===== src/sv/aapr_pkg.sv =====
// Shared types, constants and the CORDIC angle table of the axis-angle rotation unit.
package aapr_pkg;

  localparam int unsigned COORD_WIDTH_DEF  = 32;
  localparam int unsigned CORDIC_STEPS_DEF = 30;
  localparam int unsigned SQRT_STEPS       = 32;
  localparam int unsigned DIV_STEPS        = 29;
  localparam int unsigned FRAC_BITS        = 28;

  localparam logic signed [33:0] Q_PI       = 34'sd843314857;
  localparam logic signed [33:0] Q_TWO_PI   = 34'sd1686629713;
  localparam logic signed [33:0] Q_HALF_PI  = 34'sd421657428;
  localparam logic signed [31:0] Q_GAIN     = 32'sd163008219;
  localparam logic signed [31:0] Q_ONE      = 32'sd268435456;
  localparam logic signed [63:0] Q_HALF     = 64'sd134217728;
  localparam logic signed [33:0] Q_MAT_MAX  = 34'sd536870912;

  // Arctangent of 2^-i in Q4.28; past the table it is 2^-i itself, or zero below 2^-28.
  function automatic logic signed [31:0] atan_step(input int unsigned i);
    logic signed [31:0] v;
    case (i)
      0:       v = 32'sd210828714;
      1:       v = 32'sd124459457;
      2:       v = 32'sd65760959;
      3:       v = 32'sd33381290;
      4:       v = 32'sd16755422;
      5:       v = 32'sd8385879;
      6:       v = 32'sd4193963;
      7:       v = 32'sd2097109;
      8:       v = 32'sd1048571;
      9:       v = 32'sd524287;
      default: v = (i <= FRAC_BITS) ? 32'(64'd1 << (FRAC_BITS - i)) : 32'sd0;
    endcase
    return v;
  endfunction

  typedef struct packed {
    logic [2:0][31:0] p;
    logic [2:0][31:0] c;
  } side_t;

  typedef struct packed {
    side_t            side;
    logic [2:0][31:0] axis;
    logic [63:0]      n;
    logic [63:0]      r;
  } sqrt_t;

  typedef struct packed {
    side_t            side;
    logic             pass;
    logic [31:0]      theta;
    logic [2:0]       neg;
    logic [2:0][60:0] rem;
    logic [2:0][28:0] q;
  } div_t;

  typedef struct packed {
    side_t              side;
    logic               pass;
    logic [2:0][29:0]   u;
    logic               neg;
    logic signed [31:0] x;
    logic signed [31:0] y;
    logic signed [31:0] z;
  } rot_t;

  typedef struct packed {
    logic [2:0][31:0] o;
    logic             unchanged;
    logic             clipped;
  } res_t;

endpackage


===== src/sv/aapr_sqrt_cell.sv =====
// One step of the integer square root: settles one bit of the root.
module aapr_sqrt_cell #(
  parameter int unsigned K = 0
) (
  input  logic           clk_i,
  input  logic           rst_ni,
  input  logic           en_i,
  input  logic           valid_i,
  input  aapr_pkg::sqrt_t data_i,
  output logic           valid_o,
  output aapr_pkg::sqrt_t data_o
);
  import aapr_pkg::*;

  localparam logic [63:0] Bit = 64'd1 << (62 - 2 * K);

  logic [63:0] trial;
  sqrt_t       data_d, data_q;
  logic        valid_q;

  always_comb begin
    trial  = data_i.r + Bit;
    data_d = data_i;
    if (data_i.n >= trial) begin
      data_d.n = data_i.n - trial;
      data_d.r = (data_i.r >> 1) + Bit;
    end else begin
      data_d.r = data_i.r >> 1;
    end
  end

  always_ff @(posedge clk_i or negedge rst_ni) begin
    if (!rst_ni) begin
      valid_q <= 1'b0;
    end else if (en_i) begin
      valid_q <= valid_i;
    end
  end

  always_ff @(posedge clk_i) begin
    if (en_i) begin
      data_q <= data_d;
    end
  end

  assign valid_o = valid_q;
  assign data_o  = data_q;

endmodule


===== config.mk =====
export PLATFORM = sky130hd
export DESIGN_NAME = aapr_sqrt_cell
export DESIGN_NICKNAME = d
export VERILOG_FILES = /design/src/sv/aapr_pkg.sv /design/src/sv/aapr_sqrt_cell.sv
export SDC_FILE = /design/constraint.sdc
export NUM_CORES = 1
export LEC_CHECK = 0
export BUFFER_PORTS_ARGS = -buffer_cell sky130_fd_sc_hd__buf_2
export CORE_AREA = 5 5 325 327
export CTS_BUF_LIST = sky130_fd_sc_hd__clkbuf_4
export DETAILED_ROUTE_END_ITERATION = 16
export DIE_AREA = 0 0 330 332
export PLACE_DENSITY = 0.44
export SYNTH_ARGS = -nofsm -noshare
export SYNTH_HDL_FRONTEND = slang
export SYNTH_SLANG_ARGS = --single-unit

===== constraint.sdc =====
create_clock -name clk_i -period 1 [get_ports clk_i]
set_clock_uncertainty 0.05 [all_clocks]
set_input_delay 0.2 -clock clk_i [delete_from_list [all_inputs] [get_ports clk_i]]
set_output_delay 0.2 -clock clk_i [all_outputs]
set_load 0.01 [all_outputs]

* Yosys cells after proc, flatten, opt, wreduce, memory -nomap -nowiden *
Cells that the tools add are included.

storage, ports and cells
  register bits after elaboration = 417
  output and inout bits = 417
  word-level logic and storage cells = 19

cells by class
  add/subtract/negate cells = 3
  magnitude comparators = 1
  multiplexer cells = 2

operator list
  cell                                            number
  adder 63 x 63 -> 64 bit, second input constant  1
  adder 64 x 63 -> 64 bit, second input constant  1
  >= comparator 64 bit                            1
  2-to-1 mux 64 bit                               1
  subtractor 64 bit                               1
  2-to-1 mux 63 bit                               1

* Depth between registers and ports, before layout *
  depth in word-level cells = 3
  gate-level depth with buffers = 15
  gate-level depth less buffers = 13

* Worst setup path before layout *
Ideal clock, no wire load.

  kind = in2reg
  start = input port data_i[64] (netlist name)
  end = register data_q (netlist bit data_o[117]), data pin
  setup time = 262 ps
  data arrival time = 2766 ps
  setup slack = -2078 ps
  cell stages on the path = 13
  path buffers = 2
  cell sequence = inv_1 > ha_1 > fa_1 > nand2b_1 > a21oi_1 > o21ai_1 > o21ba_1 > a31oi_4 > o211ai_1 > a31oi_1 > buf_4 > buf_4 > mux2_1

RTL lines
  what                    RTL line              RTL
  start: declaration      aapr_sqrt_cell.sv:9   input aapr_pkg::sqrt_t data_i,
  end signal: assignment  aapr_sqrt_cell.sv:42  data_q <= data_d;
  end: declaration        aapr_sqrt_cell.sv:18  sqrt_t data_d, data_q;

==> impl_metrics.ini <==
[status]
outcome = finished, violations left
violations = hold timing, setup timing

[cells_and_area]
num-fill-cells = 9976
final_area_mm2 = 0.0380
num-nets-final = 3735
final_cells = 4748
area_growth_syn_to_layout_pct = 114
drive_gt1_share_pct = 49.0

[die]
die_w_um = 330
start_util_pct = 17.3
die_h_um = 332
ios = 837
die_area_mm2 = 0.110
coreArea_mm2 = 0.103
rows = 118

[sta]
layout_setup_ws_ps = -1220
hold_viol = 55
rsz0062_at_grt = true
setup-violations-final = 483
min_period_ps = 2220
timing.fmax_mhz = 451
fin_hold_ws_ps = -624
worstMarginPinSlew_ps = 638
fin_crit_sh_pct = 222
max-slew-margin-rel_pct = 57.4
drv_slew = 0

[route]
drt_pass1_iterations = 5
drt-wirelength-per-cell_um = 22.1
drt-initial-drc-count = 835
wl_um = 105000
drc_errors = 0
vias = 18900
via_per_inst = 3.98
final_antenna_net_count = 0

[yosys]
synth_fa_ha_area_share_pct = 4.62
synth_top_cells_by_area = edfxtp_1 (70%), ha_1 (4.5%), a21oi_1 (2.8%), mux2_1 (2.1%), xnor2_1 (1.9%)
ys.flop_type = edfxtp_1
synth_top_family_by_area = compound AO/OA/AOI/OAI gates
synth_cells = 1209
yosys.area_share.simple_pct = 6.12
seq_area_frac_synth_pct = 70.5
synth_top_area_share_pct = 70.3
synth_cell_types = 68
async_flop_share_pct = 0.240
syn_area_mm2 = 0.0178
synth.area.mux_share_pct = 3.35
synth-edff-count = 416
yosys.area_share.xor_xnor_pct = 2.76
yosysWarnings = 0
synth.ff_latch_count = 417
synthTopCellsByCount = edfxtp_1 (416), a21oi_1 (101), inv_1 (87), nand2_1 (69), ha_1 (64)
synth_fp_nets = 1694
yosysMostFrequentCell = edfxtp_1
synth-compound-area-share_pct = 9.81
syn_avg_cell_area_um2 = 14.7
synth_top_cell_by_area = edfxtp_1

[place]
dp_hpwl_um = 79300
placed_cell_area_mm2 = 0.0268
gp_congestion = 0.878
io_buffers = 836
dp.cells = 3751

[worst_setup_path]
setup.worst_path.start = data_i[5]
r2r_start = valid_o
arrival_ps = 2830
ff2ff_path_depth = 1
critical_path.endpoint = data_o[83]
critPathLaunchType = input pin
end_kind = flip-flop
cp_cell_sequence = buf_8, inv_4, ha_4, a21o_1, or3_4, o21ai_4, o21ba_4, a31oi_4, o211ai_1, a31oi_4, buf_12, buf_12, buf_16, mux2_4
r2r_end = valid_o
crit_path_top_delay_cell = or3_4
crit_required_ps = 1610
critPathMaxFanout = 5
criticalPathCategory = input pin to flip-flop
r2r_setup_slack_ps = 190
critical-path-max-stage-delay_ps = 360

[power]
power_density_mw_per_mm2 = 1400
ir_drop_mv = 0.843
p_leak_nw = 16.4
power_w = 0.0531

[global_routing]
track_usage_pct = 17.9
grt_max_degree = 36
antenna_found_initial = 47
grt_pass1_vias = 20300
grt-ovfl-total = 0
grt_pass1_wl_um = 143000

[clock_network]
cts_buffers = 120
cts_root_buf = clkbuf_4
max-clock-path-buffers = 3
worst_skew_pair.late_latency_ps = 950
clock_sinks = 417
htree_levels = 3
cts_tree = built
path_clk_slew_ps = 60

[hold_path]
hp-class = input pin to flip-flop
hold_path_depth = 1

[job]
drv_cap = 0
-- how the worst min path moves through the flow --
| stage | from | to |
|---|---|---|
| after floorplan | rst_ni | valid_o |
| after global placement | rst_ni | valid_o |
| after detailed placement | rst_ni | valid_o |
| after CTS | data_i[5] | data_o[4] |
| after global routing | data_i[5] | data_o[4] |
| final | data_i[5] | data_o[4] |
-- cell families (layout without fill, tap and decap cells) --
group / Yosys count / count (layout)
AO/OA/AOI/OAI: 272 / 272
XOR/XNOR: 56 / 56
adder cells (fa/ha/maj): 65 / 65
buffers and inverters: 123 / 2247
flip-flops: 417 / 417
multiplexers: 53 / 53
other: 0 / 35
AND/OR/NAND/NOR: 223 / 223
-- through the flow --
step,TNS [ps],util (%),worst slack (ps)
finish,-377780,37.1,-1220
floorplan,-118210,-,-1860
global route,-450530,37.0,-1150
CTS,-443350,36.1,-1150
detailed placement,-222430,26.1,-2440
global placement,-218080,26.1,-2430
-- sequential cells by signal, summed over array words and instances (netlist names) --
signal	cells
valid_o	1
data_o	416
-- repair_timing --
item | 4_1_cts | 5_1_grt
hold endpoints to repair | 834 | 76
hold buffers | 698 | 23
setup endpoints to repair | 483 | 483
buffers inserted | 23 | 11
pin swaps | 48 | 42
gates cloned | 5 | 1
resized for setup | 380 | 160
-- layout make-up --
cell class	instances	area [um2]	share of cell area [%]
inverter	87	347	0.911
clock buffer	170	1280	3.36
multi-input combinational	669	5890	15.5
antenna	35	87.6	0.230
tap	1380	1730	4.54
sequential	417	12500	32.9
clock inverter	35	183	0.480
timing repair buffer	1955	16000	42.1
-- worst max-delay path, delay by kind of cell --
kind	cells	cell delay, ps
AOI/OAI and AO/OA	6	1160
muxes	1	290
adders and majority gates	1	190
buffers and inverters	5	620
and+or+nand+nor	1	360
-- placed cells by master (no fill, tap or decap), types with 8 or more instances in the layout --
| cell type | Yosys | routed |
|---|---|---|
| a21o_1 | 41 | 41 |
| a21oi_1 | 101 | 68 |
| a21oi_2 | 0 | 28 |
| buf_12 | 0 | 30 |
| buf_2 | 4 | 668 |
| buf_4 | 3 | 351 |
| buf_6 | 4 | 174 |
| clkbuf_4 | 0 | 170 |
| clkinv_1 | 0 | 24 |
| diode_2 | 0 | 35 |
| dlygate4sd3_1 | 0 | 721 |
| edfxtp_1 | 416 | 416 |
| ha_1 | 64 | 32 |
| ha_4 | 0 | 26 |
| inv_1 | 87 | 70 |
| inv_2 | 0 | 13 |
| mux2_2 | 19 | 14 |
| mux2_4 | 0 | 38 |
| nand2_1 | 69 | 60 |
| nand3_1 | 10 | 8 |
| nand4_1 | 21 | 21 |
| nor2_1 | 60 | 47 |
| nor2_4 | 0 | 8 |
| nor3_1 | 16 | 9 |
| o211ai_1 | 8 | 8 |
| o21ai_0 | 42 | 32 |
| o21ai_1 | 9 | 9 |
| o21bai_1 | 17 | 15 |
| xnor2_1 | 39 | 37 |
| xor2_1 | 17 | 16 |
-- per-layer routing --
layer | part of all wire [%] | track usage, %
met5 | 0.13 | 0
met4 | 5.1 | 7.73
met3 | 8.4 | 6.51
met2 | 49 | 31.6
met1 | 37 | 19.3
-- power by group --
part	switching [W]	total [W]	internal, W
combinational	0.00687	0.0153	0.00839
clock	0.00823	0.0161	0.00782
sequential	0.000658	0.0218	0.0211
total	0.0158	0.0531	0.0373
No activity file was read; power rests on OpenSTA's default activity.
