`src/sv/aapr_pkg.sv`:
```
// Shared types, constants and the CORDIC angle table of the axis-angle rotation unit.
package aapr_pkg;

  localparam int unsigned COORD_WIDTH_DEF  = 32;
  localparam int unsigned CORDIC_STEPS_DEF = 30;
  localparam int unsigned SQRT_STEPS       = 32;
  localparam int unsigned DIV_STEPS        = 29;
  localparam int unsigned FRAC_BITS        = 28;

  localparam logic signed [33:0] Q_PI       = 34'sd843314857;
  localparam logic signed [33:0] Q_TWO_PI   = 34'sd1686629713;
  localparam logic signed [33:0] Q_HALF_PI  = 34'sd421657428;
  localparam logic signed [31:0] Q_GAIN     = 32'sd163008219;
  localparam logic signed [31:0] Q_ONE      = 32'sd268435456;
  localparam logic signed [63:0] Q_HALF     = 64'sd134217728;
  localparam logic signed [33:0] Q_MAT_MAX  = 34'sd536870912;

  // Arctangent of 2^-i in Q4.28; past the table it is 2^-i itself, or zero below 2^-28.
  function automatic logic signed [31:0] atan_step(input int unsigned i);
    logic signed [31:0] v;
    case (i)
      0:       v = 32'sd210828714;
      1:       v = 32'sd124459457;
      2:       v = 32'sd65760959;
      3:       v = 32'sd33381290;
      4:       v = 32'sd16755422;
      5:       v = 32'sd8385879;
      6:       v = 32'sd4193963;
      7:       v = 32'sd2097109;
      8:       v = 32'sd1048571;
      9:       v = 32'sd524287;
      default: v = (i <= FRAC_BITS) ? 32'(64'd1 << (FRAC_BITS - i)) : 32'sd0;
    endcase
    return v;
  endfunction

  typedef struct packed {
    logic [2:0][31:0] p;
    logic [2:0][31:0] c;
  } side_t;

  typedef struct packed {
    side_t            side;
    logic [2:0][31:0] axis;
    logic [63:0]      n;
    logic [63:0]      r;
  } sqrt_t;

  typedef struct packed {
    side_t            side;
    logic             pass;
    logic [31:0]      theta;
    logic [2:0]       neg;
    logic [2:0][60:0] rem;
    logic [2:0][28:0] q;
  } div_t;

  typedef struct packed {
    side_t              side;
    logic               pass;
    logic [2:0][29:0]   u;
    logic               neg;
    logic signed [31:0] x;
    logic signed [31:0] y;
    logic signed [31:0] z;
  } rot_t;

  typedef struct packed {
    logic [2:0][31:0] o;
    logic             unchanged;
    logic             clipped;
  } res_t;

endpackage

```
`src/sv/aapr_div_cell.sv`:
```
// One restoring division step: one quotient bit for each of the three axis lanes.
module aapr_div_cell #(
  parameter int unsigned B = 0
) (
  input  logic          clk_i,
  input  logic          rst_ni,
  input  logic          en_i,
  input  logic          valid_i,
  input  aapr_pkg::div_t data_i,
  output logic          valid_o,
  output aapr_pkg::div_t data_o
);
  import aapr_pkg::*;

  logic [60:0] divisor;
  div_t        data_d, data_q;
  logic        valid_q;

  always_comb begin
    divisor = 61'(data_i.theta) << B;
    data_d  = data_i;
    for (int l = 0; l < 3; l++) begin
      if (data_i.rem[l] >= divisor) begin
        data_d.rem[l]  = data_i.rem[l] - divisor;
        data_d.q[l][B] = 1'b1;
      end
    end
  end

  always_ff @(posedge clk_i or negedge rst_ni) begin
    if (!rst_ni) begin
      valid_q <= 1'b0;
    end else if (en_i) begin
      valid_q <= valid_i;
    end
  end

  always_ff @(posedge clk_i) begin
    if (en_i) begin
      data_q <= data_d;
    end
  end

  assign valid_o = valid_q;
  assign data_o  = data_q;

endmodule

```
`config.mk`:
```
export PLATFORM = sky130hd
export DESIGN_NAME = aapr_div_cell
export DESIGN_NICKNAME = d
export VERILOG_FILES = /design/src/sv/aapr_pkg.sv /design/src/sv/aapr_div_cell.sv
export SDC_FILE = /design/constraint.sdc
export NUM_CORES = 1
export LEC_CHECK = 0
export ABC_AREA = 1
export BUFFER_PORTS_ARGS = -buffer_cell sky130_fd_sc_hd__buf_4
export CAP_MARGIN = 20
export CORE_AREA = 2 2 389 391
export CTS_CLUSTER_DIAMETER = 30
export DETAILED_ROUTE_END_ITERATION = 10
export DIE_AREA = 0 0 391 393
export PLACE_DENSITY = 0.48
export SLEW_MARGIN = 30
export SYNTH_ARGS = -nofsm -noshare
export SYNTH_HDL_FRONTEND = slang
export SYNTH_SLANG_ARGS = --single-unit
```
`constraint.sdc`:
```
create_clock -name clk_i -period 1 [get_ports clk_i]
set_clock_uncertainty 0.15 [all_clocks]
set_input_delay 0.2 -clock clk_i [delete_from_list [all_inputs] [get_ports clk_i]]
set_output_delay 0.2 -clock clk_i [all_outputs]
set_load 0.02 [all_outputs]
```
# ---- Yosys cells after proc, flatten, opt, wreduce, memory -nomap -nowiden
# Cells that the tools add are included.
dict set report totals {
  ff_bits 499
  latchBits 0
  mem_bits_rw 0
  mem_bits_ro 0
  inputBits 502
  output_inout_bits 499
  elab_cells 28
  n_memories 0
}
dict set report classes {
  add_sub_neg 3
  multipliers 0
  n_div 0
  magnitude_cmp 3
  n_eq_ne 0
  n_shift 0
  mux 3
  bitwise_logic 0
  reduce_logical 0
}
# operator count
set op_table {}
lappend op_table {{$ge 61x32->1} 3}
lappend op_table {{$mux 61} 3}
lappend op_table {{$sub 61x32->61} 3}

# ---- Longest topological paths before layout
# Gate-level depths: netlist (run 1).
dict set report depth {
  depth_word 2
  mapped_depth 19
  ltp_nobuf 17
}

# ---- Worst setup path before layout (run 1)
# OpenSTA, ideal clock, no wires.
dict set report synth_timing {
  path_type {in2reg}
  start {in data_i[209] in the netlist's numbering}
  end {reg data_q, in the netlist data_o[241], data pin}
  setup_ps 249
  t_arrival_ps 1837
  t_required_ps 601
  path_slack_ps -1237
  path_stages 13
  n_path_buf 0
  cell_sequence {inv_1 ha_1 fa_1 o21ai_0 nand2_1 nand2_1 nand2_1 nand3_1 nand2_1 nand3b_1 nand2_1 nand2_1 inv_1}
}
# item line
set synth_rtl {}
lappend synth_rtl {{start, declared} aapr_div_cell.sv:9} ;# input aapr_pkg::div_t data_i,
lappend synth_rtl {{end signal, assigned} aapr_div_cell.sv:40} ;# data_q <= data_d;
lappend synth_rtl {{end, declared} aapr_div_cell.sv:16} ;# div_t data_d, data_q;

==> flow_summary.ini, run 1 <==
[synth]
synth.avg_cell_area_um2 = 8.17
synth_area_mm2 = 0.0289
synth_seq_cells = 499
synth_top_area_share_pct = 51.8
synth_cell_types = 37
yosysWarnings = 0
synth_area_leaders = edfxtp_1 (52%), nand2_1 (18%), inv_1 (7.4%)
synth_seq_area_share_pct = 51.9
synth_area_leader_cell = edfxtp_1
syn-num-nets = 4135
syn_inst = 3534
synthArstFlopShare_pct = 0.200
synth-edff-count = 498
synth-main-ff-cell = edfxtp_1

[timing]
fin_ws_ns = -0.988
rsz0062_at_grt = true
clock.fmax_mhz = 503
min_period_over_period_pct = 199
period_minus_slack_ns = 1.99
holdWs_ns = -0.436
setup_violations = 1288
slew_headroom_pct = 58.3
report.final.slew_viol_count = 0
hold_viol_final = 29
tightest_slew_ns = 0.623

[status]
status = finished with violations
violations = negative hold slack, negative setup slack

[power_and_ir_drop]
power.density_mw_per_mm2 = 1680
ir_worst_vdd_v = 0.00172
p_leak_nw = 27.8

[cts]
cts-root-buf = clkbuf_16
cts_tree = yes
insertion_delay_ns = 0.79
ctsHtreeMaxLevel = 4
clk_path_buf_depth = 3
cts.sinks = 499
clk_transition_reported_paths_ns = 0.04
cts_inserted_buffers = 149

[drt]
routed_wl_mm = 218
wl_per_cell_um = 26.6
avgViaCountPerCell = 4.27
drt_iter0_drc = 2339
postRouteAntennaNets = 0
vias = 35000
first_pass_iters = 5
drc = 0

[floorplan]
fp-row-count = 142
dieArea_mm2 = 0.154
die_x_um = 391
die_h_um = 393
ios = 1001
start_util_pct = 19.3
core_region_area_mm2 = 0.149

[worst_setup_path]
cp-end-kind = register
crit_required_ns = 1.32
arrival_ns = 2.31
critPathLaunchType = primary input
worst-path-max-fanout = 17
crit_type = primary input to register

[finish]
instances_no_fill = 8208
n_fill_cell = 15100
final_util_pct = 39.6
area_growth_pct = 105
drive_above_1_share_pct = 40.9
layout.nets = 6707

[place]
hpwl_mm = 180
dpl.cell_count = 7224
pre_cts_slack_ns = -2.09
port_buffers = 1000
globalplace.congestion = 1.02

[grt]
grt_pass1_vias = 35200
track_usage_pct = 27.4
antenna_found_initial = 99
grt_overflow = 0
grt_max_degree = 44
grt_pass1_wl_mm = 285

[flow_run]
cap_viol_max_count = 0

[min_path]
holdCritPathClass = primary input to register
-- worst max-delay path, cell delays in order --
cell and delay (ns):
buf_8 0.07, clkinvlp_4 0.21, buf_12 0.22, ha_4 0.32, nand2_4 0.08, nor2_4 0.09, inv_2 0.06, nor2_4 0.16
nand2_2 0.08, clkinv_1 0.08, nand2_4 0.06, nand2_4 0.09, a21oi_4 0.10, buf_12 0.14, buf_12 0.15, nand2_1 0.08
nand2_2 0.09
-- metal layers --
layer	routed length [um]	vias up	part of all wire (%)	track usage, %
met2	104000	1506	48	46.4
met5	166	-	0.076	0
met4	16400	26	7.5	17.8
met1	82900	16600	38	30.8
li1	-	16500	-	-
met3	14600	454	6.7	6.41
-- final timing paths --
check / start / endpoint / slack, ns / cells after the start
setup / recovery: data_i[300] / data_o[238] / -0.99 / 17
hold / removal: data_i[109] / data_o[109] / -0.44 / 3
setup reg to reg: valid_o / valid_o / 0.11 / 1
hold reg to reg: valid_o / valid_o / 0.36 / 1
max in group asynchronous: rst_ni / valid_o / 0.50 / 3
min in group asynchronous: rst_ni / valid_o / 0.10 / 3
-- timing repair --
| action | CTS | global route |
|---|---|---|
| setup buffers | 58 | 21 |
| cloned | 7 | 2 |
| endpoints found under the setup margin | 685 | 1285 |
| hold buffers | 567 | 21 |
| resized for setup | 271 | 190 |
| pin swaps | 41 | 45 |
| endpoints found under the hold margin | 998 | 59 |
-- Yosys cell counts (all sizes together), types with 13 or more instances --
| library cell | instances |
|---|---|
| a21oi | 141 |
| buf | 27 |
| edfxtp | 498 |
| ha | 96 |
| inv | 584 |
| nand2 | 1414 |
| nand3 | 150 |
| nand3b | 31 |
| nand4 | 26 |
| nor2 | 376 |
| nor3 | 41 |
| o21ai | 30 |
| o21bai | 13 |
| xor2 | 79 |
-- flip-flops by register name, indices dropped and copies added, names as in the netlist --
register and count:
valid_o 1, data_o 498
-- where the power goes --
group | internal (W) | leakage, nW | switching, W
combinational | 0.0106 | 20.4 | 0.0136
clock | 0.0325 | 2.47 | 0.0160
sequential | 0.0256 | 4.89 | 0.00109
total | 0.0687 | 27.8 | 0.0306
-- kinds of logic (layout without fill, tap and decap cells) --
family	after synthesis	count (layout)	synth area share, %
compound gates	184	184	4.12
mux	1	1	0.0390
simple gates	2054	2054	28.5
fa+ha+maj	99	99	4.37
flops	499	499	51.9
buf+inv	614	3305	8.53
other cells	0	39	0
xor+xnor	83	83	2.52
-- layout by cell type, fill, tap and decap left out, types with 76 or more instances in the layout --
cell and count:
dlygate4sd3_1 583, nand2_1 1286, xor2_1 76, nand3_1 135, edfxtp_1 498, nand2_2 111, nor2_1 307, inv_1 531
clkbuf_16 152, buf_4 1739
-- through the flow --
| stage | setup TNS [ns] | area [um2] | power (W) |
|---|---|---|---|
| floorplan | -199.04 | 29000 | 0.0339 |
| global placement | -503.29 | 44900 | 0.0476 |
| detailed placement | -503.72 | 44900 | 0.0475 |
| CTS | -765.65 | 57800 | 0.0993 |
| global route | -784.37 | 59100 | 0.102 |
| finish | -737.37 | 59100 | 0.0993 |
-- area by class of cell --
class | instances | area, um2 | share of cell area [%]
Inverter | 585 | 2280 | 3.86
Clock inverter | 106 | 1350 | 2.29
Multi-Input combinational cell | 2421 | 13100 | 22.2
Timing Repair Buffer | 2450 | 21000 | 35.6
Clock buffer | 164 | 3810 | 6.44
Tap cell | 1944 | 2430 | 4.11
Sequential cell | 499 | 15000 | 25.3
Antenna cell | 39 | 97.6 | 0.165
Power figures use the tool's default switching activity.
==> inputs of run 2 (changes only) <==
--- a/config.mk
+++ b/config.mk
@@ -6,7 +6,7 @@
 export NUM_CORES = 1
 export LEC_CHECK = 0
 export ABC_AREA = 1
-export BUFFER_PORTS_ARGS = -buffer_cell sky130_fd_sc_hd__buf_4
+export BUFFER_PORTS_ARGS = -buffer_cell sky130_fd_sc_hd__buf_2
 export CAP_MARGIN = 20
 export CORE_AREA = 2 2 389 391
 export CTS_CLUSTER_DIAMETER = 30
==> run 2 against run 1 <==
  * The flow still finishes with violations (negative hold slack, negative setup slack)
  * Via count grew 3.1%
  * Critical path depth rose by 1
  * Largest cell class unchanged
  * Sequential share of layout area is 1.5 points lower
  * Critical path type unchanged
  * Power up 4.2%
  * Clock-buffer cell count up 4
  * First-iteration DRC count increased by 4.4%
  * Sequential cell count unchanged
  * Cell count up 2.0%
  * Sequential power about the same
  * Core utilization up 2.5 points
  * Die area stayed put
  * Setup slack improved by 0.030 ns
==> flow_summary.ini, run 2 (synthesized netlist as in run 1, its figures left out) <==
[timing]
min_period_over_period_pct = 196
fin_ws_ns = -0.958
tightest_slew_ns = 0.598
hold_viol_final = 14
clock.fmax_mhz = 511
report.final.slew_viol_count = 0
rsz0062_at_grt = true
slew_headroom_pct = 60.0
holdWs_ns = -0.392
setup_violations = 1312
period_minus_slack_ns = 1.96
fin_tns_setup_ns = -711.88

[power_and_ir_drop]
p_leak_nw = 29.3
p_comb_share_pct = 25.5
power.internal_w = 0.0715
p_sw_share_pct = 30.9
pwr-share-clk_pct = 48.6
ir_worst_vdd_v = 0.00158
power.density_mw_per_mm2 = 1650
total_power_w = 0.103
power_frac_seq_pct = 25.9
power_switching_w = 0.0320

[flow_run]
cap_viol_max_count = 0

[grt]
grt_max_degree = 40
grt_pass1_wl_mm = 286
track_usage_pct = 27.4
grt_overflow = 0
grt_pass1_vias = 36100
antenna_found_initial = 120

[cts]
clk_path_buf_depth = 3
cts_tree = yes
cts.sinks = 499
cts-root-buf = clkbuf_16
ctsHtreeMaxLevel = 4
clk_transition_reported_paths_ns = 0.04
insertion_delay_ns = 0.79
cts_inserted_buffers = 150

[worst_setup_path]
critical_path.cell_chain = buf_8 -> clkinvlp_4 -> buf_12 -> ha_4 -> nand2_4 -> nor2_4 -> nand2_2 -> nor2_2 -> nand4_1 -> o21ai_2 -> inv_2 -> nand2_4 -> inv_8 -> buf_12 -> buf_12 -> buf_12 -> nand2_2 -> nand2_1
crit_top_cell = buf_12
cp-end-kind = register
worst-path-max-fanout = 5
r2r_slack_ns = 0.11
rr_endpoint = valid_o
crit_type = primary input to register
critical_path_buf_inv_count = 8
cpPeakStageDelay_ns = 0.33
cp_top_family = buffers and inverters
crit_required_ns = 1.36
rr_worst_depth = 1
arrival_ns = 2.32
reg2reg_from = valid_o
critical_path.slowest_cell = ha_4
critPathLaunchType = primary input

[status]
violations = negative hold slack, negative setup slack
status = finished with violations

[place]
port_buffers = 1000
globalplace.congestion = 1.02
post_dp_cell_area_mm2 = 0.0435
hpwl_mm = 179
dpl.cell_count = 7283

[floorplan]
fp-row-count = 142
dieArea_mm2 = 0.154
ios = 1001
core_region_area_mm2 = 0.149
start_util_pct = 19.3
die_x_um = 391
die_h_um = 393

[drt]
wl_per_cell_um = 26.3
vias = 36100
first_pass_iters = 6
drt_iter0_drc = 2442
postRouteAntennaNets = 0
drc = 0
avgViaCountPerCell = 4.32
routed_wl_mm = 220

[finish]
area_growth_pct = 118
n_fill_cell = 14700
multi_input_area_mm2 = 0.0154
drive_above_1_share_pct = 48.3
layout.nets = 6858
final_cell_mix = nand2_1 (989), buf_4 (823), buf_2 (683), dlygate4sd3_1 (627), inv_1 (508)
instances_no_fill = 8369
largest_reg_flops = 498
final_util_pct = 42.1
final_common_cell = nand2_1
final_area_mm2 = 0.0629
regArea_mm2 = 0.0150

[min_path]
hold_depth = 3
hp-start = data_i[108]
holdCritPathClass = primary input to register
min_to = data_o[108]
run 2: changes by cell type in the layout (fill, tap and decap cells not counted), sizes merged, moves of 5 or more:
| cell | before | now |
|---|---|---|
| buf | 1859 | 1967 |
| dlygate4sd3 | 583 | 627 |
| clkbuf | 166 | 172 |
| clkinvlp | 33 | 27 |
| bufinv | 19 | 24 |
run 2: area by class of cell:
cell class / count / share of cell area [%]
repair buffers: 2600 / 35.5
inverters: 585 / 3.68
clock inverters: 110 / 2.39
clock buffers: 168 / 6.11
well taps: 1944 / 3.87
multi-input cells: 2421 / 24.4
diodes: 42 / 0.167
flip-flops and latches: 499 / 23.8
run 2: through the flow:
stage | hold WS, ns | setup slack, ns
after floorplan | -0.246 | -1.14
after global placement | -0.176 | -2.02
after detailed placement | -0.173 | -2.03
after CTS | -0.456 | -0.908
after global routing | -0.415 | -1.01
final | -0.392 | -0.958
run 2: power by group through the flow:
stage	Combinational (W)	Clock (W)	Sequential, W
2_1_floorplan	0.00489	0	0.0290
3_5_place_dp	0.0195	0	0.0268
4_1_cts	0.0239	0.0509	0.0266
3_3_place_gp	0.0195	0	0.0269
6_report	0.0264	0.0503	0.0268
5_1_grt	0.0276	0.0522	0.0269
run 2: repair_timing:
item	in CTS	in global routing
endpoints found under the hold margin	978	33
pin swaps	141	147
cloned	12	4
resized for setup	698	1069
endpoints found under the setup margin	685	1282
hold buffers	609	20
setup buffers	101	40
run 2: worst min-delay path, delay by kind of cell:
kind	cells	cell delay, ns
buffers and inverters	1	0.12
AND/OR/NAND/NOR	2	0.09
run 2: how the worst max path moves through the flow:
stage                     start  slack (ns)  cells past startpoint          end
global placement    data_i[294]       -2.02                     17  data_o[174]
CTS                  data_o[32]       -0.91                      1   data_o[32]
detailed placement  data_i[291]       -2.03                     17  data_o[173]
floorplan           data_i[292]       -1.14                     12  data_o[248]
finish              data_i[291]       -0.96                     18  data_o[117]
global route        data_i[289]       -1.01                     17  data_o[172]
run 2: routing by layer:
layer | up-vias | global-route usage [%] | share of wire (%)
li1 | 16800 | - | -
met1 | 17200 | 29.7 | 37
met2 | 1557 | 45.8 | 47
met3 | 547 | 7.74 | 7.3
met4 | 54 | 19.8 | 8.5
met5 | - | 0.702 | 0.21
