==> config.mk <==
export PLATFORM = sky130hd
export DESIGN_NAME = aapr_cordic_cell
export DESIGN_NICKNAME = d
export VERILOG_FILES = /design/src/sv/aapr_pkg.sv /design/src/sv/aapr_cordic_cell.sv
export SDC_FILE = /design/constraint.sdc
export NUM_CORES = 1
export LEC_CHECK = 0
export BUFFER_PORTS_ARGS = -buffer_cell sky130_fd_sc_hd__buf_2
export CAP_MARGIN = 10
export CORE_AREA = 5 5 294 296
export CTS_CLUSTER_DIAMETER = 120
export DETAILED_ROUTE_END_ITERATION = 12
export DIE_AREA = 0 0 299 301
export PLACE_DENSITY = 0.45
export SYNTH_ARGS = -nofsm -noshare
export SYNTH_HDL_FRONTEND = slang
export SYNTH_SLANG_ARGS = --single-unit
export TNS_END_PERCENT = 1
==> constraint.sdc <==
create_clock -name clk_i -period 0.85 [get_ports clk_i]
set_input_delay 0.17 -clock clk_i [delete_from_list [all_inputs] [get_ports clk_i]]
set_output_delay 0.17 -clock clk_i [all_outputs]
set_load 0.01 [all_outputs]
==> src/sv/aapr_pkg.sv <==
// Shared types, constants and the CORDIC angle table of the axis-angle rotation unit.
package aapr_pkg;

  localparam int unsigned COORD_WIDTH_DEF  = 32;
  localparam int unsigned CORDIC_STEPS_DEF = 30;
  localparam int unsigned SQRT_STEPS       = 32;
  localparam int unsigned DIV_STEPS        = 29;
  localparam int unsigned FRAC_BITS        = 28;

  localparam logic signed [33:0] Q_PI       = 34'sd843314857;
  localparam logic signed [33:0] Q_TWO_PI   = 34'sd1686629713;
  localparam logic signed [33:0] Q_HALF_PI  = 34'sd421657428;
  localparam logic signed [31:0] Q_GAIN     = 32'sd163008219;
  localparam logic signed [31:0] Q_ONE      = 32'sd268435456;
  localparam logic signed [63:0] Q_HALF     = 64'sd134217728;
  localparam logic signed [33:0] Q_MAT_MAX  = 34'sd536870912;

  // Arctangent of 2^-i in Q4.28; past the table it is 2^-i itself, or zero below 2^-28.
  function automatic logic signed [31:0] atan_step(input int unsigned i);
    logic signed [31:0] v;
    case (i)
      0:       v = 32'sd210828714;
      1:       v = 32'sd124459457;
      2:       v = 32'sd65760959;
      3:       v = 32'sd33381290;
      4:       v = 32'sd16755422;
      5:       v = 32'sd8385879;
      6:       v = 32'sd4193963;
      7:       v = 32'sd2097109;
      8:       v = 32'sd1048571;
      9:       v = 32'sd524287;
      default: v = (i <= FRAC_BITS) ? 32'(64'd1 << (FRAC_BITS - i)) : 32'sd0;
    endcase
    return v;
  endfunction

  typedef struct packed {
    logic [2:0][31:0] p;
    logic [2:0][31:0] c;
  } side_t;

  typedef struct packed {
    side_t            side;
    logic [2:0][31:0] axis;
    logic [63:0]      n;
    logic [63:0]      r;
  } sqrt_t;

  typedef struct packed {
    side_t            side;
    logic             pass;
    logic [31:0]      theta;
    logic [2:0]       neg;
    logic [2:0][60:0] rem;
    logic [2:0][28:0] q;
  } div_t;

  typedef struct packed {
    side_t              side;
    logic               pass;
    logic [2:0][29:0]   u;
    logic               neg;
    logic signed [31:0] x;
    logic signed [31:0] y;
    logic signed [31:0] z;
  } rot_t;

  typedef struct packed {
    logic [2:0][31:0] o;
    logic             unchanged;
    logic             clipped;
  } res_t;

endpackage

==> src/sv/aapr_cordic_cell.sv <==
// One CORDIC rotation iteration towards the residual angle.
module aapr_cordic_cell #(
  parameter int unsigned I = 0
) (
  input  logic          clk_i,
  input  logic          rst_ni,
  input  logic          en_i,
  input  logic          valid_i,
  input  aapr_pkg::rot_t data_i,
  output logic          valid_o,
  output aapr_pkg::rot_t data_o
);
  import aapr_pkg::*;

  localparam logic signed [31:0] Step = atan_step(I);

  logic signed [31:0] xs, ys;
  rot_t               data_d, data_q;
  logic               valid_q;

  always_comb begin
    xs     = data_i.x >>> I;
    ys     = data_i.y >>> I;
    data_d = data_i;
    if (!data_i.z[31]) begin
      data_d.x = data_i.x - ys;
      data_d.y = data_i.y + xs;
      data_d.z = data_i.z - Step;
    end else begin
      data_d.x = data_i.x + ys;
      data_d.y = data_i.y - xs;
      data_d.z = data_i.z + Step;
    end
  end

  always_ff @(posedge clk_i or negedge rst_ni) begin
    if (!rst_ni) begin
      valid_q <= 1'b0;
    end else if (en_i) begin
      valid_q <= valid_i;
    end
  end

  always_ff @(posedge clk_i) begin
    if (en_i) begin
      data_q <= data_d;
    end
  end

  assign valid_o = valid_q;
  assign data_o  = data_q;

endmodule

-- Word-level counts from Yosys, hierarchy flattened
Cells that the tools add are included.
- add/sub/neg operators: 5
- muxes and demuxes: 1
- operator list (cell ; number):
    96-bit two-way mux ; 1
    32-bit subtractor ; 2
    32-bit by 29-bit adder with 32-bit output, second input constant ; 1
    32-bit adder ; 1
    32-bit by 29-bit subtractor with 32-bit output, second input constant ; 1
- flip-flop bits (word level): 381
- bits of input ports: 384
- logic and storage cells: 21

-- Longest topological paths before layout
Gate-level depths: netlist of the first run.
- depth after elaboration: 2
- gate-level depth with buffers: 12
- depth with buffers taken out: 11

-- Worst setup path before layout of the first run
No wires, ideal clock.
- kind: input-to-reg
- start: input port data_i[31] in the netlist's numbering
- end: register data_q (netlist bit data_o[16]) (data pin)
- setup time: 0.260 ns
- arrival time: 2.554 ns
- data required time: 0.590 ns
- path slack: -1.964 ns
- stages on the path: 12
- buffers on the path: 2
- cells stage by stage: inv_1 -> clkbuf_1 -> buf_2 -> ha_1 -> a211oi_1 -> o211ai_1 -> a41oi_2 -> o211ai_2 -> a31o_2 -> a21o_1 -> a21oi_1 -> xnor2_1
- RTL lines (element ; line ; text):
    from (decl) ; aapr_cordic_cell.sv:9 ; input aapr_pkg::rot_t data_i,
    to (signal assigned) ; aapr_cordic_cell.sv:46 ; data_q <= data_d;
    to (decl) ; aapr_cordic_cell.sv:18 ; rot_t data_d, data_q;

==> impl_metrics.tcl, run 1 <==
set metrics [dict create \
    synthFlopType "edfxtp_1" \
    async_flop_share_pct 0.2632 \
    clockBufferDepth 3 \
    htree_levels 2 \
    comb_power_share_pct 28.7 \
    wire_per_inst_um 26.71 \
    holdPathStages 3 \
    p_per_area_nw_per_um2 1797 \
    stdcell_area_um2 34380 \
    min_to "data_o[1]" \
    initial_utilization_pct 22.54 \
    timing.setup.tns_ns -253.25 \
    io_pins 765 \
    grtUsageTotal_pct 23.23 \
    wl_mm 110.4 \
    cts_made_buffers 47 \
    hp-class "input port to flip-flop" \
    synth_area_leader_cell "edfxtp_1" \
    dieWidth_um 299 \
    ys_ff_latch 380 \
    synth-seq-area-share_pct 60.75 \
    internal_power_uw 42880 \
    fp-row-count 106 \
    period_share_pct 270.2 \
    cts_tree "done" \
    fmax_mhz 435.4 \
    synth_edf_count 379 \
    p_seq_share_pct 38.8 \
    finalMaxSlewViolations 0 \
    detail-route-antenna-nets 0 \
    crit_start "data_i[32]" \
    overflow 0 \
    place_area_um2 27790 \
    syn_inst 1457 \
    worst_clock_skew_ns 0 \
    drc_errors 0 \
    dpl.hpwl_mm 89.99 \
    fin_nets 3521 \
    coreArea_um2 83290 \
    slew_headroom_pct 61.10 \
    via_per_inst 4.542 \
    antenna_found_initial 29 \
    dieArea_um2 90000 \
    ys_warn_count 0 \
    clkPwrFrac_pct 32.6 \
    start_kind "input port" \
    switching_share_pct 30.61 \
    portBuffers 764 \
    worstMarginPinSlew_ns 0.5790 \
    critPathKind "input port to flip-flop" \
    final_util_pct 41.28 \
    status "finished with violations" \
    critPathCaptureType "flip-flop" \
    grt_max_degree 72 \
    grt_pass1_wl_mm 150.4 \
    vias 18780 \
    worstPathArrival_ns 2.64 \
    irDropWorstVdd_v 0.001248 \
    ys_types 91 \
    netlist_area_um2 18770 \
    final_hold_viol_count 0 \
    required_ns 1.19 \
    total_power_uw 61790 \
    dieHeight_um 301 \
    globalplace.congestion 0.9599 \
    yosys.area.top_type_share_pct 60.62 \
    syn_nets 1968 \
    period_needed_ns 2.297 \
    reg2reg_to "valid_o" \
    p_switching_uw 18910 \
    min-delay-start "data_i[1]" \
    final_layout_size_suffix_gt1_share_pct 51.17 \
    setup_viol 467 \
    grt_pass1_vias 19810 \
    drtIter0Drc 1236 \
    drtPass1Iterations 7 \
    violations "negative setup slack" \
    clock_latency_ns 0.58 \
    worst_slack_ns -1.447 \
    clkSinkCount 380 \
    rsz0062_at_grt "yes" \
    cap_violations 0 \
    cts_root_buf "clkbuf_16" \
    r2r-start "valid_o" \
    p_leak_uw 0.01497 \
    r2r_slack_ns 0.11 \
    syn_to_final_growth_pct 83.15 \
    clkTransAtPathRegs_ns 0.06 \
    fillers 8002 \
    rr_worst_depth 1 \
    critPathMaxFanout 4 \
    postSynthAreaPerCell_um2 12.89 \
    yosys-top-cells-area "edfxtp_1 61%, ha_1 8.2%, a21oi_1 3.5%" \
]
[cell families after synthesis]
| kind of cell | share of synthesized area [%] |
|---|---|
| AOI/OAI and AO/OA | 15.06 |
| and+or+nand+nor | 7.451 |
| adders and majority gates | 8.624 |
| buffers and inverters | 3.659 |
| muxes | 0.4399 |
| DFF | 60.75 |
| xor gates and xnor gates | 4.012 |
[layout make-up]
| type | instances | area (um^2) | area share [%] |
|---|---|---|---|
| Tap cell | 1080 | 1351 | 3.930 |
| Multi-Input combinational cell | 917 | 7926 | 23.05 |
| Clock inverter | 33 | 311.5 | 0.9061 |
| Inverter | 112 | 437.9 | 1.274 |
| Clock buffer | 53 | 1220 | 3.548 |
| Sequential cell | 380 | 11410 | 33.17 |
| Antenna cell | 7 | 17.52 | 0.05094 |
| Timing Repair Buffer | 1552 | 11710 | 34.07 |
[cell usage in the layout, fill, tap and decap left out, types with 29 or more instances in the layout]
cell type and count:
a21o_1 31, a21oi_1 101, a21oi_2 29, buf_12 50, buf_2 665, buf_4 451
buf_6 92, clkbuf_16 48, dlygate4sd3_1 290, edfxtp_1 379, ha_1 89, inv_1 100
nand2_1 64, nor2_1 82, o21ai_0 47, xnor2_1 65
[state kept, by name, summed over array words and instances (netlist names)]
signal / count
valid_o: 1
data_o: 379
[synth_stat cells (all sizes together) (5+ instances only)]
master   instances
o21bai          13
edfxtp         379
a211o            6
or2              6
a21oi          135
buf             32
xnor2           73
o211ai          16
a31oi            7
nor4             7
o31ai           19
nand3           22
xor2            13
o21a            16
o21ai           83
a31o             6
ha             123
or3              8
nand2           68
mux2i            6
inv            112
nor2b           14
nor3            26
nor2            89
clkbuf          16
a211oi          20
and2             7
nand2b          11
a21o            32
a2111oi         14
o41ai            7
and3             6
nand4            8
o22ai            5
[stage by stage]
stage                     worst slack (ns)  hold slack [ns]  std cells
after floorplan                     -1.701          -0.1256       1457
after global placement              -2.308         -0.05490       3740
after detailed placement            -2.259         -0.05018       3740
after CTS                           -1.378         0.009446       4126
after global routing                -1.540         0.008171       4133
final                               -1.447          0.04822       4134
[power by group through the flow]
stage | Clock (uW) | Combinational, uW | Sequential (uW)
finish | 20100 | 17700 | 23900
global route | 21500 | 18700 | 24100
CTS | 20700 | 17400 | 23900
detailed placement | 0 | 14600 | 24200
global placement | 0 | 14600 | 24200
floorplan | 0 | 4520 | 24900
[worst max-delay path by stage]
stage                  to  slack, ns
2_1_floorplan  data_o[62]      -1.70
4_1_cts        data_o[62]      -1.38
5_1_grt        data_o[62]      -1.54
6_report       data_o[62]      -1.45
3_5_place_dp   data_o[61]      -2.26
3_3_place_gp   data_o[91]      -2.31
[metal layers]
layer | vias up | share of wire [%] | GRT usage [%]
met1 | 9305 | 41 | 29.26
met3 | 141 | 6.5 | 5.213
met2 | 753 | 48 | 39.77
met4 | 20 | 3.6 | 7.390
met5 | - | 0.13 | 0
li1 | 8558 | - | -
[what timing repair did]
item / CTS / global route
setup endpoints to repair: 471 / 469
hold buffers: 290 / 0
setup buffers: 11 / 2
pin swaps: 75 / 24
gates resized for setup: 350 / 81
endpoints found under the hold margin: 289 / 0
[worst max-delay path, stage by stage]
cell,delay (ns)
buf_8,0.09
inv_4,0.04
ha_4,0.15
fa_2,0.39
nand2b_4,0.16
a21oi_4,0.18
o21ai_4,0.10
a2111oi_4,0.28
buf_4,0.19
o21ai_4,0.07
o311a_1,0.37
a221o_1,0.30
xnor2_1,0.13
Note: power is estimated with default switching activity, not from simulation.
==> run 2: changes to the inputs <==
--- a/config.mk
+++ b/config.mk
@@ -7,10 +7,11 @@
 export LEC_CHECK = 0
 export BUFFER_PORTS_ARGS = -buffer_cell sky130_fd_sc_hd__buf_2
 export CAP_MARGIN = 10
-export CORE_AREA = 5 5 294 296
+export CORE_AREA = 5 5 291 293
+export CTS_BUF_LIST = sky130_fd_sc_hd__clkbuf_4
 export CTS_CLUSTER_DIAMETER = 120
 export DETAILED_ROUTE_END_ITERATION = 12
-export DIE_AREA = 0 0 299 301
+export DIE_AREA = 0 0 296 298
 export PLACE_DENSITY = 0.45
 export SYNTH_ARGS = -nofsm -noshare
 export SYNTH_HDL_FRONTEND = slang
==> constraint.sdc (replaced) <==
create_clock -name clk_i -period 2.6 [get_ports clk_i]
set_input_delay 0.52 -clock clk_i [delete_from_list [all_inputs] [get_ports clk_i]]
set_output_delay 0.52 -clock clk_i [all_outputs]
set_load 0.01 [all_outputs]
==> run 2 against run 1 <==
Compared with the run above: the run now ends clean; critical path depth did not move; cell count grew 0.77%; sequential power is 67% lower; clock power down 73%; clock skew stayed put; cell area fell by 8.9%; critical path type unchanged; largest cell class is now flip-flops and latches; largest power group unchanged.
==> impl_metrics.tcl, run 2 (same netlist as run 1, synthesis figures left out) <==
set metrics [dict create \
    status "finished clean" \
    crit_top_cell "buf_4" \
    p_leak_uw 0.01413 \
    dp_slack_ns -0.8080 \
    p_per_area_nw_per_um2 582.1 \
    cp_slowest_stage_delay_ns 0.50 \
    grtUsageTotal_pct 22.79 \
    wire_per_inst_um 25.51 \
    period_needed_ns 2.520 \
    use_met2_pct 36.82 \
    grt_pass1_wl_mm 144.3 \
    hp-class "input port to flip-flop" \
    fp-row-count 105 \
    clkTransAtPathRegs_ns 0.07 \
    overflow 0 \
    io_pins 765 \
    dpl.hpwl_mm 87.11 \
    coreArea_um2 81580 \
    detail-route-antenna-nets 0 \
    drtPass1Iterations 6 \
    grt_pass1_vias 19490 \
    finalMaxSlewViolations 0 \
    grt_busiest_layer "met2" \
    critPathKind "input port to flip-flop" \
    drc_errors 0 \
    via_per_inst 4.515 \
    critPathCaptureType "flip-flop" \
    worstMarginPinSlew_ns 0.7556 \
    final_cells 4166 \
    grt_max_degree 79 \
    start_kind "input port" \
    path_cells "buf_2, inv_1, ha_1, and2b_1, o211ai_2, a311oi_1, o31ai_2, buf_4, o41ai_4, buf_4, a31o_2, mux2i_1, nand4b_1" \
    vias 18810 \
    period_share_pct 96.91 \
    stdcell_area_um2 31330 \
    cts_resized 0 \
    layout_commonest_cell "buf_2" \
    cts_root_buf "clkbuf_4" \
    grt_util_met3_pct 8.931 \
    cts_made_buffers 105 \
    htree_levels 3 \
    critPathMaxFanout 4 \
    dieWidth_um 296 \
    fmax_mhz 396.9 \
    final_cell_mix "762 x buf_2, 423 x buf_4, 379 x edfxtp_1" \
    worst_slack_ns 0.08038 \
    syn_to_final_growth_pct 66.88 \
    hold_slack_ns 0.1494 \
    clockBufferDepth 3 \
    antenna_found_initial 32 \
    slew_headroom_pct 49.09 \
    dp.cells 3674 \
    irDropWorstVdd_v 0.0002424 \
    drtIter0Drc 1385 \
    globalplace.congestion 0.9358 \
    place_area_um2 27070 \
    wl_mm 106.3 \
    final_layout_size_suffix_gt1_share_pct 45.88 \
    cts_tree "done" \
    timing.setup.tns_ns 0 \
    dieHeight_um 298 \
    portBuffers 764 \
    fin_nets 3514 \
    required_ns 3.18 \
    clkSinkCount 380 \
    worst_clock_skew_ns 0 \
    crit_slowest_cell "a311oi_1" \
    dieArea_um2 88210 \
    clock_latency_ns 0.84 \
    worstPathArrival_ns 3.10 \
    setup_viol 0 \
    final_hold_viol_count 0 \
    grt_use_met1_pct 28.00 \
    cap_violations 0 \
    largest_reg_flops 379 \
    initial_utilization_pct 23.01 \
]
run 2: cell count changes in the layout (fill, tap and decap cells not counted), sizes merged:
| cell | before | now |
|---|---|---|
| clkbuf | 53 | 147 |
| buf | 1262 | 1195 |
| clkinv | 19 | 33 |
| diode | 7 | 16 |
| clkinvlp | 5 | 1 |
| inv | 118 | 114 |
| bufinv | 3 | 1 |
| dlygate4sd3 | 290 | 292 |
run 2: metal layers:
| metal | vias to the layer above | part of all wire (%) |
|---|---|---|
| met5 | - | 0.13 |
| met4 | 24 | 3.4 |
| met3 | 174 | 9.9 |
| met2 | 777 | 46 |
| met1 | 9215 | 41 |
| li1 | 8619 | - |
run 2: cell type report:
cell class	instances	area [um^2]
Fill cell	8078	50250
Sequential cell	380	11410
Timing Repair Buffer	1487	10110
Multi-Input combinational cell	917	6716
Tap cell	1070	1339
Clock buffer	147	1104
Inverter	112	422.9
Clock inverter	37	196.4
Antenna cell	16	40.04
run 2: where the power goes:
| part | internal (uW) | switching [uW] |
|---|---|---|
| clock | 2710 | 2770 |
| combinational | 2240 | 2700 |
| sequential | 7500 | 314 |
| total | 12500 | 5780 |
run 2: through the flow:
step                      util, %  power [uW]
after floorplan                 -        9607
after global placement      33.18       12520
after detailed placement    33.18       12500
after CTS                   38.35       18540
after global routing        38.37       19180
final                       38.40       18240
run 2: worst paths after layout:
path	slack [ns]	cells past startpoint	end	start
worst max-delay path	0.08	13	data_o[61]	data_i[33]
worst min-delay path	0.15	3	data_o[95]	data_i[95]
worst max register to register	1.84	1	valid_o	valid_o
worst min register to register	0.54	1	valid_o	valid_o
max in group asynchronous	1.98	3	valid_o	rst_ni
min in group asynchronous	0.52	3	valid_o	rst_ni
run 2: timing repair:
action                    CTS  global route
buffers inserted            0             0
hold buffers              292             0
hold endpoints to repair  311             0
run 2: critical path: cells and delay by family:
family / cells / cell delay, ns
adder cells (fa/ha/maj): 1 / 0.33
AO/OA/AOI/OAI: 5 / 1.19
multiplexers: 1 / 0.20
AND/OR/NAND/NOR: 2 / 0.35
buffers and inverters: 4 / 0.51
==> run 3: changes to the inputs <==
--- a/config.mk
+++ b/config.mk
@@ -5,6 +5,7 @@
 export SDC_FILE = /design/constraint.sdc
 export NUM_CORES = 1
 export LEC_CHECK = 0
+export ABC_AREA = 1
 export BUFFER_PORTS_ARGS = -buffer_cell sky130_fd_sc_hd__buf_2
 export CAP_MARGIN = 10
 export CORE_AREA = 5 5 291 293
@@ -12,7 +13,7 @@
 export CTS_CLUSTER_DIAMETER = 120
 export DETAILED_ROUTE_END_ITERATION = 12
 export DIE_AREA = 0 0 296 298
-export PLACE_DENSITY = 0.45
+export PLACE_DENSITY = 0.48
 export SYNTH_ARGS = -nofsm -noshare
 export SYNTH_HDL_FRONTEND = slang
 export SYNTH_SLANG_ARGS = --single-unit
==> run 3 against run 2 <==
Compared with the run above: sequential share of layout area fell by 0.53 points; via count is 11% higher; synthesized cell count up 55%; worst setup slack improved by 0.15 ns; maximum frequency grew 6.4%; non-clock buffer count fell by 203; register-to-register slack improved by 0.02 ns; synthesized area rose by 10%; cell count grew 15%; largest power group unchanged; highest routed layer unchanged.
==> impl_metrics.tcl, run 3 <==
set metrics [dict create \
    grt_pass1_wl_mm 137.3 \
    worstMarginPinSlew_ns 0.7517 \
    overflow 0 \
    dieWidth_um 296 \
    netlist_area_um2 20700 \
    vias 20830 \
    wire_per_inst_um 20.52 \
    ys_ff_latch 380 \
    via_per_inst 4.363 \
    p_leak_uw 0.01566 \
    r2r_slack_ns 1.86 \
    r2r-start "valid_o" \
    drc_errors 0 \
    cp_num_buf_inv 2 \
    place_area_um2 27470 \
    rsz0062_at_grt "no" \
    status "finished clean" \
    stdcell_area_um2 31800 \
    clockBufferDepth 3 \
    drtIter0Drc 1222 \
    clkTransAtPathRegs_ns 0.06 \
    detail-route-antenna-nets 0 \
    wl_mm 97.99 \
    final_cells 4775 \
    critPathCaptureType "flip-flop" \
    synth.most_common_cell "nand2_1" \
    clock_latency_ns 0.84 \
    final_cell_mix "763 x buf_2, 703 x nand2_1, 379 x edfxtp_1" \
    layout_commonest_cell "buf_2" \
    cts_tree "done" \
    reg2reg_to "valid_o" \
    cts_root_buf "clkbuf_4" \
    yosys-top-cells-area "edfxtp_1 55%, nand2_1 13%, ha_1 7.4%" \
    cap_violations 0 \
    finalMaxSlewViolations 0 \
    crit_slowest_cell "dlygate4sd3_1" \
    antenna_found_initial 27 \
    hp-class "input port to flip-flop" \
    synthTopCellsByCount "703 x nand2_1, 379 x edfxtp_1, 357 x inv_1" \
    final_hold_viol_count 0 \
    holdPathStages 4 \
    irDropWorstVdd_v 0.0003059 \
    grtUsageTotal_pct 21.10 \
    largest_reg_flops 379 \
    synth-seq-area-share_pct 55.09 \
    grt_max_degree 73 \
    p_per_area_nw_per_um2 565.6 \
    ys_types 42 \
    period_share_pct 91.08 \
    cp_slowest_stage_delay_ns 0.53 \
    io_pins 765 \
    globalplace.congestion 0.9162 \
    grt_pass1_vias 21370 \
    fmax_mhz 422.3 \
    cp_num_cells 14 \
    fp-row-count 105 \
    total_power_uw 17980 \
    slew_headroom_pct 49.88 \
    ys_warn_count 0 \
    fin_nets 4116 \
    worstPathArrival_ns 2.97 \
    hold_slack_ns 0.1623 \
    critPathKind "input port to flip-flop" \
    syn_nets 2763 \
    synth_area_leader_cell "edfxtp_1" \
    clkSinkCount 380 \
    coreArea_um2 81580 \
    cp_top_family "simple AND/OR/NAND/NOR gates" \
    drtPass1Iterations 5 \
    period_needed_ns 2.368 \
    min-delay-start "data_i[30]" \
    crit_start "data_i[64]" \
    start_kind "input port" \
    critPathMaxFanout 3 \
    cts_made_buffers 109 \
    dieArea_um2 88210 \
    yosys.area.top_type_share_pct 54.97 \
    dpl.hpwl_mm 79.17 \
    worst_clock_skew_ns 0 \
    rr_worst_depth 1 \
    portBuffers 764 \
    syn_inst 2252 \
    required_ns 3.20 \
    dieHeight_um 298 \
    initial_utilization_pct 25.38 \
    syn_to_final_growth_pct 53.58 \
    min_to "data_o[30]" \
    async_flop_share_pct 0.2632 \
    htree_levels 3 \
    cts_resized 0 \
    setup_viol 0 \
    synth_edf_count 379 \
    post_cts_buffers 0 \
    synthFlopType "edfxtp_1" \
    final_layout_size_suffix_gt1_share_pct 32.55 \
    path_cells "dlygate4sd3_1, buf_2, ha_1, fa_1, nand2_1, nand2_1, nand3_1, nand2_1, nand2_1, nand3_1, nand2_1, nand3_1, nand3_1, nand2_1" \
    crit_top_cell "nand2_1" \
    dp.cells 4273 \
    postSynthAreaPerCell_um2 9.194 \
]
## run 3: worst max path at each step
stage	slack, ns	endpoint
2_1_floorplan	0.007	data_o[15]
3_3_place_gp	-0.1	data_o[86]
3_5_place_dp	-0.11	data_o[86]
4_1_cts	0.29	data_o[353]
5_1_grt	0.20	data_o[86]
6_report	0.23	data_o[54]
## run 3: final cells by class
type                            count  area, um^2
Sequential cell                   380       11410
Multi-Input combinational cell   1468        7685
Fill cell                        8328       49790
Antenna cell                       18       45.04
Tap cell                         1070        1339
Timing Repair Buffer             1284        8591
Clock inverter                     37       202.7
Inverter                          362        1359
Clock buffer                      156        1171
## run 3: routing by layer
layer | part of all wire (%) | track usage, %
met1 | 39 | 24.24
met2 | 49 | 37.54
met3 | 6.8 | 4.618
met4 | 4.8 | 9.368
met5 | 0.12 | 0
## run 3: cells by family after synthesis
kind of cell	after synthesis	synth area share (%)
AO/OA/AOI/OAI	206	5.433
XOR/XNOR	47	1.988
adder cells (fa/ha/maj)	127	7.820
buffers and inverters	404	7.795
flip-flops	380	55.09
multiplexers	1	0.05438
AND/OR/NAND/NOR	1087	21.82
## run 3: where the power goes
part / total, uW / switching (uW) / leakage [uW] / internal (uW)
Clock: 5610 / 2820 / 0.000813 / 2790
Sequential: 7710 / 260 / 0.00372 / 7450
Combinational: 4660 / 2750 / 0.0111 / 1910
Total: 18000 / 5830 / 0.0157 / 12200
## run 3: per-stage QoR
stage               setup slack, ns  utilization (%)  setup TNS [ns]
floorplan                  0.007213                -               0
global placement           -0.09989            33.67          -1.291
detailed placement          -0.1104            33.67          -1.375
CTS                          0.2944            38.92               0
global route                 0.2038            38.95               0
finish                       0.2318            38.98               0
## run 3: tightest hold or removal path, delay by kind of cell
kind                     cells  cell delay [ns]
adder cells (fa/ha/maj)      1             0.16
AND/OR/NAND/NOR              2             0.14
buffers and inverters        1             0.08
## run 3: timing repair
action	CTS	global route
hold buffers	291	0
hold endpoints to repair	310	0
endpoints found under the setup margin	0	0
